$ cat src/rtl/sbf_pkg.sv
// Shared types and constants for the segmented byte FIFO.
`default_nettype none
package sbf_pkg;

  // Item kind codes
  localparam logic KIND_READ  = 1'b0;
  localparam logic KIND_WRITE = 1'b1;

  // Fixed field widths
  localparam int DATA_W  = 8;
  localparam int COUNT_W = 11;
  localparam int CFG_W   = 9;

  // Segment length after reset
  localparam logic [CFG_W-1:0] SEG_LEN_RESET = 9'd256;

  // Result queue depth and its pointer/level widths
  localparam int RESQ_DEPTH = 3;
  localparam int RESQ_PTR_W = 2;
  localparam int RESQ_LVL_W = 2;

  // Per-item status handed from the control stage to the result stage
  typedef struct packed {
    logic               done;
    logic               read_hit;
    logic [COUNT_W-1:0] bytes_stored;
  } sbf_ctl_t;

  // One result beat
  typedef struct packed {
    logic [DATA_W-1:0]  read_data;
    logic               done_res;
    logic [COUNT_W-1:0] bytes_stored;
  } sbf_res_t;

endpackage
`default_nettype wire

$ cat src/rtl/sbf_resq.sv
// Small result queue that decouples the output channel from the item pipeline.
`default_nettype none
module sbf_resq (
  input  wire logic              clk,
  input  wire logic              rst,
  input  wire logic              push,
  input  wire sbf_pkg::sbf_res_t push_res,
  input  wire logic              in_flight,
  output logic                   space_ok,
  output logic                   head_valid,
  output sbf_pkg::sbf_res_t      head_res,
  input  wire logic              pop
);
  import sbf_pkg::*;

  localparam logic [RESQ_PTR_W-1:0] PTR_LAST = RESQ_PTR_W'(RESQ_DEPTH - 1);

  sbf_res_t              slots [RESQ_DEPTH];
  logic [RESQ_PTR_W-1:0] wr_ptr, rd_ptr;
  logic [RESQ_LVL_W-1:0] level, level_next;
  logic [RESQ_LVL_W:0]   committed;

  // Count entries plus the one still in flight
  always_comb begin
    committed  = (RESQ_LVL_W + 1)'(level) + (RESQ_LVL_W + 1)'(in_flight);
    space_ok   = (committed < (RESQ_LVL_W + 1)'(RESQ_DEPTH));
    head_valid = (level != '0);
    head_res   = slots[rd_ptr];
    level_next = level;
    case ({push, pop && head_valid})
      2'b10:   level_next = level + RESQ_LVL_W'(1);
      2'b01:   level_next = level - RESQ_LVL_W'(1);
      default: level_next = level;
    endcase
  end

  // Store pushed results
  always_ff @(posedge clk) begin
    if (push) begin
      slots[wr_ptr] <= push_res;
    end
  end

  // Advance pointers and level
  always_ff @(posedge clk) begin
    if (rst) begin
      wr_ptr <= '0;
      rd_ptr <= '0;
      level  <= '0;
    end else begin
      if (push) begin
        wr_ptr <= (wr_ptr == PTR_LAST) ? '0 : wr_ptr + RESQ_PTR_W'(1);
      end
      if (pop && head_valid) begin
        rd_ptr <= (rd_ptr == PTR_LAST) ? '0 : rd_ptr + RESQ_PTR_W'(1);
      end
      level <= level_next;
    end
  end

endmodule
`default_nettype wire

$ cat config.mk
export PLATFORM = sky130hd
export DESIGN_NAME = sbf_resq
export DESIGN_NICKNAME = d
export VERILOG_FILES = /design/src/rtl/sbf_pkg.sv /design/src/rtl/sbf_resq.sv
export SDC_FILE = /design/constraint.sdc
export NUM_CORES = 1
export LEC_CHECK = 0
export ABC_AREA = 1
export ABC_CLOCK_PERIOD_IN_PS = 3400
export BUFFER_PORTS_ARGS = -buffer_cell sky130_fd_sc_hd__buf_2
export CAP_MARGIN = 20
export CELL_PAD_IN_SITES_DETAIL_PLACEMENT = 1
export CELL_PAD_IN_SITES_GLOBAL_PLACEMENT = 1
export CORE_MARGIN = 3
export CORE_UTILIZATION = 40
export CTS_CLUSTER_DIAMETER = 80
export DETAILED_ROUTE_END_ITERATION = 6
export PLACE_DENSITY_LB_ADDON = 0.15
export SLEW_MARGIN = 20
export SYNTH_ARGS = -nofsm -noshare
export SYNTH_HDL_FRONTEND = slang
export SYNTH_SLANG_ARGS = --single-unit
export TNS_END_PERCENT = 100
$ cat constraint.sdc
create_clock -name clk -period 3.4 [get_ports clk]
set_clock_uncertainty 0.05 [all_clocks]
set_input_delay 0.17 -clock clk [delete_from_list [all_inputs] [get_ports clk]]
set_output_delay 0.17 -clock clk [all_outputs]
set_load 0.005 [all_outputs]
==> results.ini, run 1 <==
[status]
status = complete, no violations

[worst_hold_path]
hold_end = wr_ptr[1]
hold_path.startpoint = push
timing.hold.worst.class = in -> reg
worstHoldPathCells = 3

[clock_tree]
clock_sinks = 68
clock_latency_ns = 0.33
cts_resized = 0
worst_setup_hold_path_clk_slew_ns = 0.06
h-tree-depth = 3
cts_buffer_depth = 2
root_buffer = sky130_fd_sc_hd__clkbuf_8
tritoncts = built
cts_buffers = 9

[logic_synthesis]
flops_latches_synth = 68
synth.yosys.warnings = 0
synth_sequential_area_ratio_pct = 75.9
synth_top_area_cell = sky130_fd_sc_hd__edfxtp_1
synth_cell_types = 16
yosys-top-cells-count = 60 x sky130_fd_sc_hd__edfxtp_1, 44 x sky130_fd_sc_hd__a21oi_1, 30 x sky130_fd_sc_hd__nor2_1
async_flop_share_pct = 0
synth_largest_type_area_fraction_pct = 69.7
synthCells = 202
post_synth_edffs = 60
synth.most_common_cell = sky130_fd_sc_hd__edfxtp_1
netlist_top_cells_area = sky130_fd_sc_hd__edfxtp_1 70%, sky130_fd_sc_hd__a21oi_1 8.5%, sky130_fd_sc_hd__dfxtp_1 6.2%
yosys_most_used_dff = sky130_fd_sc_hd__edfxtp_1
synthesis.nets = 230
synthesis.area_um2 = 2590
synthesis.area_per_instance_um2 = 12.8

[power]
power_leakage_nw = 1.31
clockPowerShare_pct = 34.0
power.switching_fraction_pct = 24.8
power.ir.vdd_worst_uv = 273
internal_power_mw = 1.46
power.switching_mw = 0.482
power_density_nw_per_um2 = 587
power_frac_seq_pct = 50.1
combPwrFrac_pct = 15.9

[cells_and_area]
finish.utilization_pct = 54.3
syn_to_final_growth_pct = 28.0
area_of_all_placed_cells_without_fillers_um2 = 3310
final_layout_size_suffix_gt1_share_pct = 24.6
layout.nets = 303
antennaDiodeCount = 0
layout.cells.non_filler = 355

[grt]
grt_first_pass_wirelength_um = 8630
first_global_vias = 1837
initial_antenna_violation_count = 0
overflow = 0
grt_util_all_layers_pct = 15.7
pin_count_of_the_biggest_net_entering_global_routing = 22

[floorplan]
total_die_area_um2 = 7470
num_io_pins = 47
design.core.area_um2 = 6100
initial_cell_density_of_the_core_pct = 42.4
die_height_um = 86.4
chipWidth_um = 86.4
num_rows = 28

[critical_path]
arrival_ns = 1.80
critical_path.reg2reg.endpoint = slots[0][16]
worstSetupEndpointType = output port
start_kind = flip-flop
setup.reg_to_reg.worst_slack_ns = 1.79
worst-path-max-fanout = 21
category_of_the_critical_setup_timing_path = reg -> out
worst_reg2reg_startpoint = wr_ptr[1]
worst_endpoint_required_time_ns = 3.18
path_depth_of_the_worst_reg2reg_path = 3

[flow_run]
drv_cap = 0

[drt]
ant_nets = 0
detailedRoute.firstPassIterationCount = 4
route.detailed.drc = 0
routed-via-count = 1765
totalWireLength_um = 5470
wire_per_inst_um = 15.4
via_per_inst = 4.97
drt_first_iter_violations = 58

[timing]
max_freq_mhz = 496
final.setup.worst_slack_ns = 1.38
setup_viol = 0
timing.slew.headroom_pct = 39.8
finalHoldViolations = 0
post-route-period-util_pct = 59.3
timing_max_transition_violations_final = 0
grt_setup_unrepaired = false
worstMarginPinSlew_ns = 0.902
fin_crit_ns = 2.02
totalNegativeSetupSlack_ns = 0

[placed_design]
port_buffers = 46
post-place-ws_ns = 1.69
placed_cells_incl_taps = 318
dpl.hpwl_um = 3470
gp_congestion = 0.724
detailed_place.area_um2 = 2900

==> cell families after synthesis <==
group | synth area share [%]
fa+ha+maj | 1.45
buf+inv | 3.77
compound gates | 9.10
simple gates | 9.82
flops | 75.9
==> how the worst max path moves through the flow <==
stage	startpoint	endpoint	slack [ns]	cells past startpoint
2_1_floorplan	wr_ptr[1]	slots[2][0]	1.13	2
3_3_place_gp	flip-flop	head_res[8]	1.74	5
3_5_place_dp	flip-flop	head_res[10]	1.69	5
4_1_cts	flip-flop	head_res[10]	1.31	5
5_1_grt	flip-flop	head_res[8]	1.22	5
6_report	flip-flop	head_res[8]	1.38	5
==> flip-flops by register name, summed over array words and instances, names as in the netlist, named ones only <==
| register | cells |
|---|---|
| rd_ptr | 2 |
| wr_ptr | 2 |
| slots | 60 |
| level | 2 |
==> layout make-up <==
| cell class | instances | area [um2] |
|---|---|---|
| fillers | 669 | 2790 |
| multi-input cells | 112 | 532 |
| well taps | 75 | 93.8 |
| repair buffers | 70 | 463 |
| clock inverters | 4 | 47.5 |
| clock buffers | 12 | 155 |
| flip-flops and latches | 68 | 1960 |
| inverters | 14 | 57.6 |
==> placed cells by master, fill, tap and decap left out, drive strengths merged <==
cell | synthesis | final
nand2 | 28 | 28
ha | 3 | 3
a21oi | 44 | 44
nand4 | 1 | 1
o21ai | 3 | 3
dlygate4sd3 | 0 | 21
bufinv | 0 | 1
nand3 | 2 | 2
inv | 13 | 13
dfxtp | 8 | 8
clkinvlp | 0 | 1
buf | 8 | 49
nor3 | 1 | 1
clkbuf | 0 | 12
clkinv | 1 | 3
edfxtp | 60 | 60
nor2 | 30 | 30
==> routing by layer <==
layer / routed length (um) / global-route usage (%) / part of all wire, % / up-vias
li1: - / - / - / 857
met2: 2800 / 26.7 / 51 / 33
met5: 0 / 0 / 0 / -
met3: 207 / 4.28 / 3.8 / 12
met1: 2340 / 18.1 / 43 / 863
met4: 114 / 7.93 / 2.1 / 0
==> through the flow <==
step	power (mW)	hold WS, ns
final	1.94	0.108
after detailed placement	1.29	0.319
after CTS	1.97	0.0987
after global routing	2.04	0.126
after floorplan	1.16	0.189
after global placement	1.28	0.317
==> power groups by stage <==
| stage | sequential (mW) | combinational (mW) | clock (mW) |
|---|---|---|---|
| 2_1_floorplan | 0.988 | 0.170 | 0 |
| 3_3_place_gp | 0.991 | 0.289 | 0 |
| 3_5_place_dp | 0.992 | 0.297 | 0 |
| 4_1_cts | 0.974 | 0.317 | 0.680 |
| 5_1_grt | 0.978 | 0.353 | 0.714 |
| 6_report | 0.974 | 0.309 | 0.660 |
==> critical path: stages, from the launching register on <==
cell                      delay [ns]
sky130_fd_sc_hd__dfxtp_1        0.30
sky130_fd_sc_hd__buf_4          0.20
sky130_fd_sc_hd__inv_1          0.55
sky130_fd_sc_hd__nor2_1         0.08
sky130_fd_sc_hd__a21oi_1        0.19
sky130_fd_sc_hd__buf_2          0.15
==> repair_timing <==
action	in CTS	in global routing
hold buffers	21	0
setup buffers	0	0
hold endpoints to repair	60	0
(Power assumes the default switching activity.)
==> run 2, diff against run 1 <==
Settings changed: ABC_AREA 1 to 0, ABC_CLOCK_PERIOD_IN_PS 3400 to 1750.
Clock period 3.4 ns to 1.75 ns, I/O delays scaled along.
==> results.ini, run 2 <==
[status]
status = complete, no violations

[timing]
post-route-period-util_pct = 93.3
worstMarginPinSlew_ns = 0.277  ; -0.625 ns
setup_viol = 0  ; unchanged
grt_setup_unrepaired = false
timing_max_transition_violations_final = 0  ; unchanged
finalHoldViolations = 0  ; unchanged
fin_crit_ns = 1.63
max_freq_mhz = 612
timing.slew.headroom_pct = 81.5  ; +42 points
totalNegativeSetupSlack_ns = 0  ; unchanged

[floorplan]
initial_cell_density_of_the_core_pct = 42.2  ; -0.19 points
total_die_area_um2 = 7360  ; -1.5%
num_rows = 28  ; unchanged
design.core.area_um2 = 6030  ; -1.1%
die_height_um = 85.8  ; -0.75%
chipWidth_um = 85.8  ; -0.75%
num_io_pins = 47  ; unchanged

[grt]
pin_count_of_the_biggest_net_entering_global_routing = 29  ; +32%
first_global_vias = 1735  ; -5.6%
overflow = 0  ; unchanged
grt_first_pass_wirelength_um = 8000  ; -7.2%
initial_antenna_violation_count = 0  ; unchanged
grt_util_all_layers_pct = 15.1  ; -0.62 points

[cells_and_area]
syn_to_final_growth_pct = 29.5
mostFrequentLayoutCells = 60 x sky130_fd_sc_hd__edfxtp_1, 46 x sky130_fd_sc_hd__buf_2, 24 x sky130_fd_sc_hd__nand2_1
final_layout_size_suffix_gt1_share_pct = 29.8  ; +5.2 points
layout.nets = 273  ; -9.9%
regMostFlops = slots
mostFrequentLayoutCell = sky130_fd_sc_hd__edfxtp_1
antennaDiodeCount = 0  ; unchanged
area_of_all_placed_cells_without_fillers_um2 = 3300  ; -0.45%
largest_register_ff_count = 60  ; unchanged

[drt]
detailedRoute.firstPassIterationCount = 4  ; unchanged
drt_first_iter_violations = 129  ; +120%
ant_nets = 0  ; unchanged
via_per_inst = 4.91  ; -1.3%
route.detailed.drc = 0  ; unchanged
routed-via-count = 1585  ; -10%
totalWireLength_um = 4970  ; -9.1%
wire_per_inst_um = 15.4  ; -0.14%

[critical_path]
cpLargestDelayFamily = simple AND/OR/NAND/NOR gates
start_kind = flip-flop
worst-path-max-fanout = 5  ; -76%
critical_path.reg2reg.endpoint = level[1]
critical-path-slowest-cell = sky130_fd_sc_hd__or3_1
path_buf_inv = 1  ; -2
critical_path.cell_chain = o21ai_2 -> inv_1 -> ha_1 -> or3_1 -> a21oi_1
path_depth_of_the_worst_reg2reg_path = 5  ; +2
cp_slowest_stage_delay_ns = 0.38  ; -0.17 ns
category_of_the_critical_setup_timing_path = reg -> reg
arrival_ns = 1.85  ; +0.05 ns
setup.reg_to_reg.worst_slack_ns = 0.12  ; -1.67 ns
worstSetupEndpointType = flip-flop
worst_endpoint_required_time_ns = 1.96  ; -1.22 ns
worst_reg2reg_startpoint = level[0]

[logic_synthesis]
synth.most_common_cell = sky130_fd_sc_hd__edfxtp_1
post_synth_edffs = 60  ; unchanged
yosys-top-cells-count = 60 x sky130_fd_sc_hd__edfxtp_1, 24 x sky130_fd_sc_hd__nand2_1, 21 x sky130_fd_sc_hd__o21ai_1
yosys_most_used_dff = sky130_fd_sc_hd__edfxtp_1
synthesis.area_um2 = 2540  ; -1.6%
netlist_top_cells_area = sky130_fd_sc_hd__edfxtp_1 71%, sky130_fd_sc_hd__mux2i_1 7.9%, sky130_fd_sc_hd__dfxtp_1 6.3%
async_flop_share_pct = 0  ; unchanged
synth.yosys.warnings = 0  ; unchanged
synthCells = 163  ; -19%
synth_largest_type_area_fraction_pct = 70.8  ; +1.1 points
synth_top_area_cell = sky130_fd_sc_hd__edfxtp_1
synthesis.nets = 191  ; -17%
synth_sequential_area_ratio_pct = 77.1  ; +1.2 points
flops_latches_synth = 68  ; unchanged
synth_cell_types = 23  ; +7
synthesis.area_per_instance_um2 = 15.6  ; +22%

[clock_tree]
post-cts-setup-buffers = 0  ; unchanged
cts_buffers = 9  ; unchanged
worst_setup_hold_path_clk_slew_ns = 0.06  ; about the same
clock_latency_ns = 0.33  ; about the same
root_buffer = sky130_fd_sc_hd__clkbuf_8
h-tree-depth = 3  ; unchanged
tritoncts = built
clock_sinks = 68  ; unchanged
cts_buffer_depth = 2  ; unchanged

[worst_hold_path]
hold_path.startpoint = pop
worstHoldPathCells = 4  ; +1
timing.hold.worst.class = in -> reg

[flow_run]
drv_cap = 0  ; unchanged

[power]
power.ir.vdd_worst_uv = 580  ; +110%
combPwrFrac_pct = 19.9  ; +4.0 points
power_density_nw_per_um2 = 1120  ; +90%
power.switching_mw = 0.951  ; +97%
power_frac_seq_pct = 52.6  ; +2.5 points
clockPowerShare_pct = 27.5  ; -6.5 points
power.switching_fraction_pct = 25.8  ; +1.0 points
power_leakage_nw = 1.20  ; -8.1%
internal_power_mw = 2.73  ; +87%

[placed_design]
gp_congestion = 0.631  ; -13%
port_buffers = 46  ; unchanged
detailed_place.area_um2 = 2940  ; +1.3%
dpl.hpwl_um = 3320  ; -4.3%

-- run 2: what timing repair did --
item / in CTS / in global routing
hold buffers: 21 / 0
endpoints found under the setup margin: 0 / 1
hold endpoints to repair: 67 / 0
resized for setup: 0 / 1
-- run 2: cell families (layout without fill, tap and decap cells) --
| logic type | Yosys count | count (layout) | synth area share (%) |
|---|---|---|---|
| AO/OA/AOI/OAI | 27 | 27 | 5.51 |
| XOR/XNOR | 2 | 2 | 0.688 |
| adder cells (fa/ha/maj) | 3 | 3 | 1.48 |
| buffers and inverters | 8 | 93 | 1.28 |
| flip-flops | 68 | 68 | 77.1 |
| multiplexers | 21 | 21 | 8.31 |
| AND/OR/NAND/NOR | 34 | 34 | 5.65 |
-- run 2: how the worst max path moves through the flow --
stage                     cells after the start  slack [ns]           to      start
after floorplan                               2        0.01  slots[1][0]  wr_ptr[0]
after global placement                        5        0.17     level[1]   level[0]
after detailed placement                      5        0.03     level[1]   level[0]
after CTS                                     5        0.02     level[1]   level[0]
after global routing                          5        0.02     level[1]   level[0]
final                                         5        0.12     level[1]   level[0]
-- run 2: per-layer routing --
metal	part of all wire, %	up-vias	track usage (%)	wire length, um
li1	-	764	-	-
met1	38	785	15.3	1910
met2	57	34	27.2	2830
met4	0.48	0	7.34	24
met3	4.2	2	5.38	207
met5	0	-	0	0
-- run 2: stage by stage --
step           hold WS [ns]  power [mW]  instances  worst slack, ns  utilization (%)
6_report             0.0603        3.68        323            0.117             54.7
5_1_grt              0.0439        3.89        323           0.0166             54.7
4_1_cts              0.0372        3.75        323           0.0204             54.6
3_5_place_dp          0.241        2.68        288           0.0330             48.7
3_3_place_gp          0.235        2.63        288            0.167             48.7
2_1_floorplan         0.107        2.36        163           0.0132                -
-- run 2: layout make-up --
class / instances / area (um2)
Multi-Input combinational cell: 87 / 571
Sequential cell: 68 / 1960
Tap cell: 75 / 93.8
Fill cell: 611 / 2730
Clock buffer: 10 / 128
Inverter: 2 / 7.51
Clock inverter: 4 / 18.8
Timing Repair Buffer: 77 / 515
-- run 2: power groups by stage --
stage | clock network (mW) | logic, mW | registers, mW
final | 1.01 | 0.733 | 1.93
after global placement | 0 | 0.676 | 1.95
after CTS | 1.06 | 0.751 | 1.93
after detailed placement | 0 | 0.712 | 1.97
after global routing | 1.12 | 0.816 | 1.95
after floorplan | 0 | 0.413 | 1.95
-- run 2: worst register-to-register path: stages, from the launching register on --
cell and delay, ns:
sky130_fd_sc_hd__dfxtp_1 0.37, sky130_fd_sc_hd__o21ai_2 0.23, sky130_fd_sc_hd__inv_1 0.07, sky130_fd_sc_hd__ha_1 0.32, sky130_fd_sc_hd__or3_1 0.39, sky130_fd_sc_hd__a21oi_1 0.14
