<file path="src/rtl/sbf_pkg.sv">
// Shared types and constants for the segmented byte FIFO.
`default_nettype none
package sbf_pkg;

  // Item kind codes
  localparam logic KIND_READ  = 1'b0;
  localparam logic KIND_WRITE = 1'b1;

  // Fixed field widths
  localparam int DATA_W  = 8;
  localparam int COUNT_W = 11;
  localparam int CFG_W   = 9;

  // Segment length after reset
  localparam logic [CFG_W-1:0] SEG_LEN_RESET = 9'd256;

  // Result queue depth and its pointer/level widths
  localparam int RESQ_DEPTH = 3;
  localparam int RESQ_PTR_W = 2;
  localparam int RESQ_LVL_W = 2;

  // Per-item status handed from the control stage to the result stage
  typedef struct packed {
    logic               done;
    logic               read_hit;
    logic [COUNT_W-1:0] bytes_stored;
  } sbf_ctl_t;

  // One result beat
  typedef struct packed {
    logic [DATA_W-1:0]  read_data;
    logic               done_res;
    logic [COUNT_W-1:0] bytes_stored;
  } sbf_res_t;

endpackage
`default_nettype wire

</file>
<file path="src/rtl/sbf_ctrl.sv">
// Segment pointers, occupancy and byte count; decides each item and addresses the store.
`default_nettype none
module sbf_ctrl #(
  parameter int SEGMENTS      = 4,
  parameter int SEGMENT_BYTES = 256,
  parameter int ADDR_W        = 10
) (
  input  wire logic                     clk,
  input  wire logic                     rst,
  input  wire logic                     accept,
  input  wire logic                     kind,
  input  wire logic [sbf_pkg::CFG_W-1:0] seg_len,
  output logic                          mem_we,
  output logic                          mem_re,
  output logic      [ADDR_W-1:0]        mem_addr,
  output sbf_pkg::sbf_ctl_t             ctl
);
  import sbf_pkg::*;

  localparam int SEG_W  = $clog2(SEGMENTS);
  localparam int OFF_W  = (SEGMENT_BYTES > 1) ? $clog2(SEGMENT_BYTES) : 1;
  localparam int LEN_W  = ($clog2(SEGMENT_BYTES + 1) > CFG_W) ?
                          $clog2(SEGMENT_BYTES + 1) : CFG_W;
  localparam int OCC_W  = $clog2(SEGMENTS + 1);
  localparam int CNT_W  = $clog2(SEGMENTS * SEGMENT_BYTES + 1);
  localparam logic [ADDR_W-1:0] SEG_STRIDE = ADDR_W'(SEGMENT_BYTES);
  localparam logic [SEG_W-1:0]  SEG_LAST   = SEG_W'(SEGMENTS - 1);
  localparam logic [OCC_W-1:0]  OCC_FULL   = OCC_W'(SEGMENTS);
  localparam logic [LEN_W-1:0]  LEN_MAX    = LEN_W'(SEGMENT_BYTES);

  logic [SEG_W-1:0] wr_seg, wr_seg_next, rd_seg, rd_seg_next;
  logic [OFF_W-1:0] wr_off, wr_off_next, rd_off, rd_off_next;
  logic [OCC_W-1:0] occ, occ_next;
  logic [CNT_W-1:0] cnt, cnt_next;

  logic [LEN_W-1:0] len, len_raw, wr_off_inc, rd_off_inc;
  logic             wr_start, wr_ok, rd_ok, wr_wrap, rd_wrap;

  // Clamp the configured segment length into 1..SEGMENT_BYTES
  always_comb begin
    len_raw = LEN_W'(seg_len);
    if (len_raw == '0) begin
      len = LEN_W'(1);
    end else if (len_raw > LEN_MAX) begin
      len = LEN_MAX;
    end else begin
      len = len_raw;
    end
  end

  // Decide the item against the current pointers
  always_comb begin
    wr_start   = (wr_off == '0);
    wr_ok      = (kind == KIND_WRITE) && !(wr_start && (occ >= OCC_FULL));
    rd_ok      = (kind == KIND_READ) && (cnt != '0);
    wr_off_inc = LEN_W'(wr_off) + LEN_W'(1);
    rd_off_inc = LEN_W'(rd_off) + LEN_W'(1);
    wr_wrap    = (wr_off_inc >= len);
    rd_wrap    = (rd_off_inc >= len);
  end

  // Compute next pointer state
  always_comb begin
    wr_seg_next = wr_seg;
    wr_off_next = wr_off;
    rd_seg_next = rd_seg;
    rd_off_next = rd_off;
    occ_next    = occ;
    cnt_next    = cnt;
    if (wr_ok) begin
      if (wr_start && (occ < OCC_FULL)) begin
        occ_next = occ + OCC_W'(1);
      end
      cnt_next = cnt + CNT_W'(1);
      if (wr_wrap) begin
        wr_off_next = '0;
        wr_seg_next = (wr_seg == SEG_LAST) ? '0 : wr_seg + SEG_W'(1);
      end else begin
        wr_off_next = OFF_W'(wr_off_inc);
      end
    end
    if (rd_ok) begin
      cnt_next = cnt - CNT_W'(1);
      if (rd_wrap) begin
        rd_off_next = '0;
        rd_seg_next = (rd_seg == SEG_LAST) ? '0 : rd_seg + SEG_W'(1);
        if (occ != '0) begin
          occ_next = occ - OCC_W'(1);
        end
      end else begin
        rd_off_next = OFF_W'(rd_off_inc);
      end
    end
  end

  // Advance pointers on each accepted beat
  always_ff @(posedge clk) begin
    if (rst) begin
      wr_seg <= '0;
      wr_off <= '0;
      rd_seg <= '0;
      rd_off <= '0;
      occ    <= '0;
      cnt    <= '0;
    end else if (accept) begin
      wr_seg <= wr_seg_next;
      wr_off <= wr_off_next;
      rd_seg <= rd_seg_next;
      rd_off <= rd_off_next;
      occ    <= occ_next;
      cnt    <= cnt_next;
    end
  end

  // Drive the store and the per-item status
  always_comb begin
    mem_we = accept && wr_ok;
    mem_re = accept && rd_ok;
    if (kind == KIND_WRITE) begin
      mem_addr = ADDR_W'(wr_seg) * SEG_STRIDE + ADDR_W'(wr_off);
    end else begin
      mem_addr = ADDR_W'(rd_seg) * SEG_STRIDE + ADDR_W'(rd_off);
    end
    ctl.done         = wr_ok || rd_ok;
    ctl.read_hit     = rd_ok;
    ctl.bytes_stored = COUNT_W'(cnt_next);
  end

endmodule
`default_nettype wire

</file>
<file path="config.mk">
export PLATFORM = sky130hd
export DESIGN_NAME = sbf_ctrl
export DESIGN_NICKNAME = d
export VERILOG_FILES = /design/src/rtl/sbf_pkg.sv /design/src/rtl/sbf_ctrl.sv
export SDC_FILE = /design/constraint.sdc
export NUM_CORES = 1
export LEC_CHECK = 0
export BUFFER_PORTS_ARGS = -buffer_cell sky130_fd_sc_hd__buf_2
export CELL_PAD_IN_SITES_DETAIL_PLACEMENT = 0
export CELL_PAD_IN_SITES_GLOBAL_PLACEMENT = 1
export CORE_MARGIN = 2
export CORE_UTILIZATION = 47
export DETAILED_ROUTE_END_ITERATION = 16
export GPL_TIMING_DRIVEN = 1
export HOLD_SLACK_MARGIN = 0.08
export PLACE_DENSITY = 0.83
export REMOVE_ABC_BUFFERS = 1
export SLEW_MARGIN = 20
export SYNTH_ARGS = -nofsm -noshare
export SYNTH_HDL_FRONTEND = slang
export SYNTH_SLANG_ARGS = --single-unit
export TNS_END_PERCENT = 20
</file>
<file path="constraint.sdc">
create_clock -name clk -period 3.8 [get_ports clk]
set_input_delay 0.57 -clock clk [delete_from_list [all_inputs] [get_ports clk]]
set_output_delay 0.57 -clock clk [all_outputs]
set_load 0.02 [all_outputs]
</file>
==> results.md, run 1 <==
- Overall power: 0.001899 W
- Final Wtd Congestion: 0.8142
- RSZ-0062 raised after global routing: no
- Filler Cell Count: 582
- CTS-repair resized insts: 0
- RR Startpoint: wr_off[0]
- FF-to-FF End: wr_off[0]
- Cell depth of the worst hold path: 2
- Via density: 5.355
- Number of flops mapped to enable cells by yosys: 0
- # DRC: 0
- Core area: 0.005921 mm^2
- Worst path slowest cell: or4b_1
- Antenna viol nets, final: 0
- NumNets Final: 417
- Crit-path leading delay family: simple AND/OR/NAND/NOR gates
- Critical-path cell list: inv_1 > ha_1 > or4b_1 > o211ai_1 > o32a_1 > nor2_1 > xnor2_1 > buf_2
- Crit start category: flip-flop
- Worst slew pin tran: 0.7646 ns
- Initial antenna violation count: 0
- VDD IR-drop max: 420.0 uV
- Initial Utilization: 48.88%
- Yosys warns: 0
- Vias in the first global route: 2317
- DRT Pass-1 Iters: 6
- Via Count: 2415
- Register area: 680.7 um^2
- Largest net degree at the start of global routing: 25
- Area grow syn2layout: 8.042%
- Congestion Overflow GR: 0
- Starting DRT DRC Count: 70
- CP Buf/Inv Count: 2
- Setup bufs post-CTS: 0
- Multi-input gate area: 0.002022 mm^2
- Max clock buf depth: 2
- I/O pin count: 38
- Detailed placement HPWL: 4.781 mm
- R2R Setup Slk: 0.79 ns
- Worst Reg-to-Reg Cells: 11
- Layout cells sized above 1: 21.28%
- Hold wc startpoint: rd_off[1]
- Max_slew headroom: 48.79%
- Placed Instances: 444
- CTS Buf Count: 5
- Non-filler cells, final: 451
- Clk slew on worst S/H paths: 0.06 ns
- Clock Sinks: 34
- Seq/Total Area, Yosys: 23.52%
- Leak pwr: 1.493 nW
- Max H-tree Level: 2
- Fin. Hold Viols: 0
- Crit Path Max Fanout: 7
- Die W: 82.47 um
- Max Cap Violations: 0
- Synthesized flop and latch total: 34
- Post-cts hold buffer count: 0
- Max incr delay on CP: 0.63 ns
- GRT Total Usage: 20.55%
- Setup Crit Path Kind: flip-flop to output pin
- Setup TNS: 0 ns
- Routed WL per cell: 14.02 um
- Die area: 0.006801 mm^2
- Fin Clk Skew: 0.006636 ns
- CTS tree: yes
- Crit. End Element: output pin
- First-pass GRT wire length: 10.89 mm
- Most used flip-flop cell after synthesis: dfxtp_1
- Mean Syn Cell Area: 8.292 um^2
- Worst EP required: 3.23 ns
- PortBufs: 37
- Mapped Area: 0.002894 mm^2
- Diodes inserted: 0
- Die height: 82.47 um
- PD cells: 607.4 mW/mm^2
- Clk root buf: clkbuf_8
- Gate count of the mapped netlist: 349
- Yosys cell types: 63
- HP Class: flip-flop to flip-flop
- Max Clock Freq: 0.3318 GHz
- Num rows: 28
- WHS Endpoint: rd_off[1]
- Slew Viols, Final: 0
- Clk_lat worst skew: 0.28 ns
- WP data arrival: 2.44 ns
- Crit share post-route: 79.30%
- Fin crit period: 3.013 ns
- Routed WL: 6.324 mm
- Final setup fails: 0
- Worst hold margin: 0.5127 ns
- Ys async rst share: 0%
- Status: finished clean
[cell usage in the layout (no fill, tap or decap), types with 4 or more instances in the layout]
master,count
ha_1,28
inv_1,13
nand2_2,4
a21o_1,5
nand2_1,32
clkbuf_8,5
dfxtp_1,34
buf_2,37
xor2_1,31
nand3_1,6
nand2b_1,6
mux2_2,11
and3_1,8
nor3_1,6
o21ai_0,7
xnor2_1,14
a21oi_1,14
nor2_1,49
[stage by stage]
stage	setup slack, ns	cell area (um^2)	utilization (%)
3_5_place_dp	0.7698	3048	51.48
5_1_grt	0.5213	3127	52.81
3_3_place_gp	0.8477	3048	51.48
2_1_floorplan	1.154	2769	-
4_1_cts	0.7924	3127	52.81
6_report	0.7866	3127	52.81
[how the worst max path moves through the flow]
stage	slack [ns]	startpoint	endpoint	cells after the start
2_1_floorplan	1.15	seg_len[4]	occ[0]	10
3_3_place_gp	0.85	seg_len[4]	occ[0]	11
3_5_place_dp	0.77	seg_len[4]	occ[0]	11
4_1_cts	0.79	wr_off[0]	ctl[10]	8
5_1_grt	0.52	wr_off[0]	wr_off[0]	11
6_report	0.79	wr_off[0]	ctl[10]	8
[synthesized netlist by cell type (all sizes together), types with 3 or more instances]
master | number | area share (%)
o21ai | 9 | 1.7
nand2b | 6 | 1.3
nand2 | 38 | 5.8
and3 | 11 | 2.5
xnor2 | 14 | 4.2
ha | 28 | 12
and4 | 3 | 0.91
o211ai | 3 | 0.78
xor2 | 32 | 9.9
a21oi | 15 | 2.7
nor2 | 50 | 6.6
or2 | 3 | 0.74
a31oi | 3 | 0.65
inv | 16 | 2.2
nand3 | 7 | 1.6
and2 | 3 | 0.65
mux2 | 11 | 4.3
nor3 | 6 | 1.0
nor4 | 6 | 2.6
a21o | 6 | 1.6
dfxtp | 34 | 24
nand4 | 3 | 0.65
buf | 9 | 2.5
clkbuf | 8 | 1.8
[cells by family (layout without fill, tap and decap cells)]
logic type | Yosys count | after routing | share of synthesized area [%]
xor gates and xnor gates | 46 | 46 | 14.18
muxes | 12 | 12 | 4.626
AOI/OAI and AO/OA | 52 | 52 | 12.45
DFF | 34 | 34 | 23.52
and+or+nand+nor | 143 | 143 | 26.50
adders and majority gates | 28 | 28 | 12.11
buffers and inverters | 34 | 61 | 6.615
[layer usage]
metal	track usage, %	part of all wire (%)	vias up
met2	34.35	45	43
met3	4.674	3.8	8
li1	-	-	1266
met1	26.13	49	1098
met4	6.500	1.5	0
met5	0	0	-
[cell type report]
| class | count | share of cell area [%] |
|---|---|---|
| clock buffers | 5 | 2.201 |
| clock inverters | 2 | 0.3201 |
| inverters | 17 | 2.121 |
| multi-input cells | 281 | 64.67 |
| flip-flops and latches | 34 | 21.77 |
| well taps | 75 | 3.001 |
| repair buffers | 37 | 5.922 |
[power by group]
part | switching (W) | internal (W) | leakage [nW]
logic | 0.000673 | 0.000440 | 1.17
registers | 0.000116 | 0.000417 | 0.276
clock network | 0.000131 | 0.000123 | 0.0438
total | 0.000919 | 0.000980 | 1.49
[worst min-delay path, delay by kind of cell, from the launching register on]
| kind | cells | cell delay [ns] |
|---|---|---|
| AND/OR/NAND/NOR | 1 | 0.08 |
| AO/OA/AOI/OAI | 1 | 0.05 |
| flip-flops | 1 | 0.33 |
[registers in the layout, summed over array words and instances, names as in the netlist]
| signal | flops |
|---|---|
| rd_seg | 2 |
| wr_seg | 2 |
| wr_off | 8 |
| cnt | 11 |
| rd_off | 8 |
| occ | 3 |
(Power assumes the default switching activity.)
==> run 2: changes to the inputs <==
Settings changed: CORE_UTILIZATION 47 to 44, PLACE_DENSITY 0.83 to 0.78.
Clock period 3.8 ns to 3 ns, I/O delays scaled along.
==> run 2 against run 1 <==
Net effect: sequential cell count unchanged; non-clock buffer count rose by 6; wire length is 5.4% higher; largest power group unchanged; global-route usage shrank 1.2 points; clock skew is essentially flat; combinational power is 31% higher; final cell count is 1.8% higher; critical path depth rose by 1; clock-buffer cell count is 2 higher.
==> results.md, run 2 (synthesis results as in run 1) <==
- Status: finished clean
- Max Cap Violations: 0
- Crit. End Element: output pin
- Num rows: 29
- Initial Utilization: 45.58%
- Layout cells sized above 1: 23.56%
- Sw Ratio: 48.47%
- Max H-tree Level: 2
- R2R Setup Slk: 0.17 ns
- CP Buf/Inv Count: 3
- Comb pwr share: 59.2%
- Max FFs per register: 11
- Clk root buf: clkbuf_8
- Die W: 85.10 um
- Via Count: 2485
- Die height: 85.10 um
- CTS Buf Count: 5
- Overall power: 0.002451 W
- Crit Path Max Fanout: 7
- NumNets Final: 423
- Psw: 0.001188 W
- Filler Cell Count: 640
- GRT Total Usage: 19.32%
- Final setup fails: 0
- Congestion Overflow GR: 0
- Biggest register: cnt
- Clk_lat worst skew: 0.28 ns
- PD cells: 767.6 mW/mm^2
- WP data arrival: 2.41 ns
- Largest net degree at the start of global routing: 25
- Clock Sinks: 34
- Leak pwr: 1.525 nW
- Non-filler cells, final: 459
- Max_slew headroom: 66.58%
- Routed WL per cell: 14.53 um
- PortBufs: 37
- Biggest regs: cnt: 11 flops, rd_off: 8 flops, wr_off: 8 flops
- Initial antenna violation count: 1
- Commonest non-fill, non-tap cell in the layout: nor2_1
- Fin util: 50.29%
- Diodes inserted: 0
- Antenna viol nets, final: 0
- DRT Pass-1 Iters: 4
- Final Wtd Congestion: 0.7764
- Placed Instances: 452
- Die area: 0.007242 mm^2
- Fin crit period: 2.860 ns
- Fin Clk Skew: 0.007111 ns
- Max clock buf depth: 2
- CTS tree: yes
- HP Class: flip-flop to flip-flop
- Pint: 0.001263 W
- Crit start category: flip-flop
- Core area: 0.006350 mm^2
- Critical-path cell list: buf_4 > inv_1 > ha_1 > or4b_4 > o211ai_1 > nor3_1 > nor2_1 > xnor2_1 > buf_2
- Starting DRT DRC Count: 91
- RSZ-0062 raised after global routing: yes
- VDD IR-drop max: 674.6 uV
- Commonest cells after routing, fill and taps aside: nor2_1 (48), buf_2 (37), nand2_1 (32), dfxtp_1 (32), xor2_1 (31)
- Crit-path leading delay family: simple AND/OR/NAND/NOR gates
- I/O pin count: 38
- Routed WL: 6.667 mm
- Via density: 5.414
- Clk slew on worst S/H paths: 0.07 ns
- Crit share post-route: 95.33%
- Area grow syn2layout: 10.33%
- Fin. Hold Viols: 0
- Setup Crit Path Kind: flip-flop to output pin
- Detailed placement HPWL: 5.052 mm
- Register share of total power: 27.5%
- Slew Viols, Final: 0
- # DRC: 0
- Worst slew pin tran: 0.4948 ns
- Worst path slowest cell: or4b_4
- First-pass GRT wire length: 11.26 mm
- Max incr delay on CP: 0.54 ns
- Max Clock Freq: 0.3497 GHz
- Vias in the first global route: 2322
- Clk pwr share: 13.3%
- Worst EP required: 2.55 ns
## run 2: power by group through the flow
stage	combinational (W)	clock (W)	sequential, W
final	0.00145	0.000327	0.000674
after floorplan	0.00107	0	0.000649
after detailed placement	0.00142	0	0.000682
after global routing	0.00161	0.000357	0.000695
after global placement	0.00142	0	0.000679
after CTS	0.00143	0.000339	0.000672
## run 2: worst min-delay path, cell delays in order (launching register included)
cell	delay, ns
dfxtp_1	0.34
xnor2_1	0.08
nor2_1	0.07
## run 2: final timing paths
check | from | end | depth (start not counted)
max | wr_off[0] | ctl[9] | 9
min | cnt[10] | cnt[10] | 2
max reg2reg | rd_off[1] | occ[0] | 11
min reg2reg | cnt[10] | cnt[10] | 2
## run 2: timing repair
item,4_1_cts,5_1_grt
endpoints found under the setup margin,0,21
gates resized for setup,0,8
setup buffers,0,0
hold buffers,0,0
## run 2: layout make-up
| class | count | area [um^2] | share of cell area [%] |
|---|---|---|---|
| Sequential cell | 34 | 683.2 | 21.39 |
| Multi-Input combinational cell | 281 | 2041 | 63.91 |
| Inverter | 17 | 66.31 | 2.077 |
| Tap cell | 77 | 96.34 | 3.017 |
| Timing Repair Buffer | 43 | 230.2 | 7.210 |
| Clock buffer | 7 | 76.32 | 2.390 |
## run 2: per-stage QoR
step                      setup TNS [ns]  worst slack [ns]  area [um^2]  hold slack (ns)
after floorplan                        0            0.4467         2769           0.4706
after global placement                 0            0.1365         3095           0.4898
after detailed placement               0            0.1215         3095           0.5082
after CTS                              0           0.03173         3172           0.5205
after global routing             -0.1277          -0.06832         3193           0.5397
final                                  0            0.1401         3193           0.5225
## run 2: routing by layer
layer / up-vias / track usage (%) / part of all wire (%)
li1: 1277 / - / -
met1: 1140 / 25.76 / 47
met2: 59 / 31.53 / 47
met3: 9 / 3.794 / 4.5
met4: 0 / 5.916 / 1.9
met5: - / 0 / 0
==> run 3: changes to the inputs <==
Settings changed: CORE_UTILIZATION 44 to 45, CTS_BUF_LIST set to sky130_fd_sc_hd__clkbuf_4, PLACE_DENSITY 0.78 to 0.79.
==> run 3 against run 2 <==
Net effect: combinational power is 3% higher; core utilization is 1.4 points higher; clock skew grew 0.0058 ns; hold slack got worse by 0.0059 ns; sequential cell count unchanged; register-to-register slack improved by 0.02 ns.
==> results.md, run 3 (synthesis results as in run 1) <==
- Status: finished clean
- Largest net degree at the start of global routing: 25
- CTS tree: yes
- PortBufs: 37
- Num rows: 29
- WP data arrival: 2.41 ns
- Die W: 84.20 um
- Max H-tree Level: 2
- Non-filler cells, final: 464
- Crit. End Element: output pin
- Detailed placement HPWL: 4.987 mm
- VDD IR-drop max: 636.8 uV
- Die height: 84.20 um
- Biggest regs: cnt: 11 flops, rd_off: 8 flops, wr_off: 8 flops
- NumNets Final: 427
- Setup Crit Path Kind: flip-flop to output pin
- Via density: 5.321
- Max Cap Violations: 0
- Routed WL: 6.524 mm
- Initial antenna violation count: 0
- Final Wtd Congestion: 0.7857
- Fin Clk Skew: 0.01296 ns
- Worst slew pin tran: 0.4578 ns
- Max_slew headroom: 69.39%
- Die area: 0.007089 mm^2
- DRT Pass-1 Iters: 4
- HP Class: input pin to flip-flop
- Congestion Overflow GR: 0
- Via Count: 2469
- Max Clock Freq: 0.3491 GHz
- Slew Viols, Final: 0
- Max FFs per register: 11
- Antenna viol nets, final: 0
- Setup TNS: 0 ns
- Biggest register: cnt
- First-pass GRT wire length: 11.25 mm
- Crit start category: flip-flop
- # DRC: 0
- Max clock buf depth: 2
- Commonest cells after routing, fill and taps aside: nor2_1 (48), buf_2 (35), nand2_1 (32), dfxtp_1 (32), xor2_1 (31)
- GRT Total Usage: 19.43%
- Leak pwr: 1.558 nW
- I/O pin count: 38
- Area grow syn2layout: 12.02%
- R2R Setup Slk: 0.19 ns
- Fin crit period: 2.865 ns
- Starting DRT DRC Count: 84
- Final setup fails: 0
- Clk_lat worst skew: 0.35 ns
- Initial Utilization: 46.10%
- Fin. Hold Viols: 0
- Commonest non-fill, non-tap cell in the layout: nor2_1
- Clk root buf: clkbuf_4
- RSZ-0062 raised after global routing: yes
- Clk slew on worst S/H paths: 0.12 ns
- Crit Path Max Fanout: 7
- Worst EP required: 2.55 ns
- Vias in the first global route: 2409
- CTS Buf Count: 5
- Clock Sinks: 34
- Routed WL per cell: 14.06 um
- Core area: 0.006277 mm^2
- Layout cells sized above 1: 25.58%
- PD cells: 771.3 mW/mm^2
- Placed Instances: 455
- Crit share post-route: 95.49%
- Diodes inserted: 0
-- run 3: cell types whose count changed in the layout (fill, tap and decap cells not counted), sizes merged --
cell    previous run  this run
clkinv             1         3
bufinv             0         1
clkbuf             7         5
buf               43        47
-- run 3: repair_timing --
action	in CTS	in global routing
resized for setup	1	10
setup buffers	0	1
endpoints found under the setup margin	4	22
pin swaps	1	4
hold buffers	0	0
-- run 3: path summary, 6_finish.rpt --
path | from | endpoint | cells past startpoint
hold / removal | rst | rd_seg[1] | 2
hold reg to reg | wr_off[1] | wr_off[1] | 2
setup / recovery | wr_off[0] | ctl[5] | 8
setup reg to reg | rd_off[1] | occ[0] | 12
-- run 3: through the flow --
| stage | cell area [um^2] | setup WS (ns) | total power (W) | utilization [%] | hold WS (ns) |
|---|---|---|---|---|---|
| floorplan | 2769 | 0.4467 | 0.001722 | - | 0.4706 |
| global placement | 3118 | 0.1493 | 0.002111 | 49.67 | 0.4960 |
| detailed placement | 3118 | 0.06994 | 0.002122 | 49.67 | 0.5024 |
| CTS | 3199 | 0.06577 | 0.002476 | 50.97 | 0.5183 |
| global route | 3242 | -0.009327 | 0.002703 | 51.64 | 0.5477 |
| finish | 3242 | 0.1353 | 0.002500 | 51.64 | 0.5166 |
-- run 3: worst max-delay path, cell delays in order (launching register included) --
cell and delay (ns):
dfxtp_2 0.34, buf_4 0.14, inv_1 0.05, ha_1 0.13
or4b_4 0.53, o211ai_1 0.32, o21ai_0 0.21, xor2_1 0.17
buf_2 0.17
-- run 3: final cells by class --
type	count	area, um^2
clock buffers	5	37.54
multi-input cells	281	2053
well taps	77	96.34
inverters	17	66.31
fillers	634	3035
repair buffers	47	265.3
flip-flops and latches	34	683.2
clock inverters	3	40.04
-- run 3: report_power, final --
| part | leakage, nW | internal (W) | total (W) | switching, W |
|---|---|---|---|---|
| logic | 1.24 | 0.000596 | 0.00149 | 0.000891 |
| clock network | 0.0450 | 0.000173 | 0.000345 | 0.000172 |
| registers | 0.277 | 0.000529 | 0.000669 | 0.000140 |
| total | 1.56 | 0.00130 | 0.00250 | 0.00120 |
-- run 3: metal layers --
layer / global-route usage [%] / vias to the layer above / part of all wire (%)
met3: 3.343 / 8 / 4.5
met2: 33.62 / 55 / 47
li1: - / 1287 / -
met4: 5.425 / 0 / 1.1
met5: 0 / - / 0
met1: 24.89 / 1119 / 47
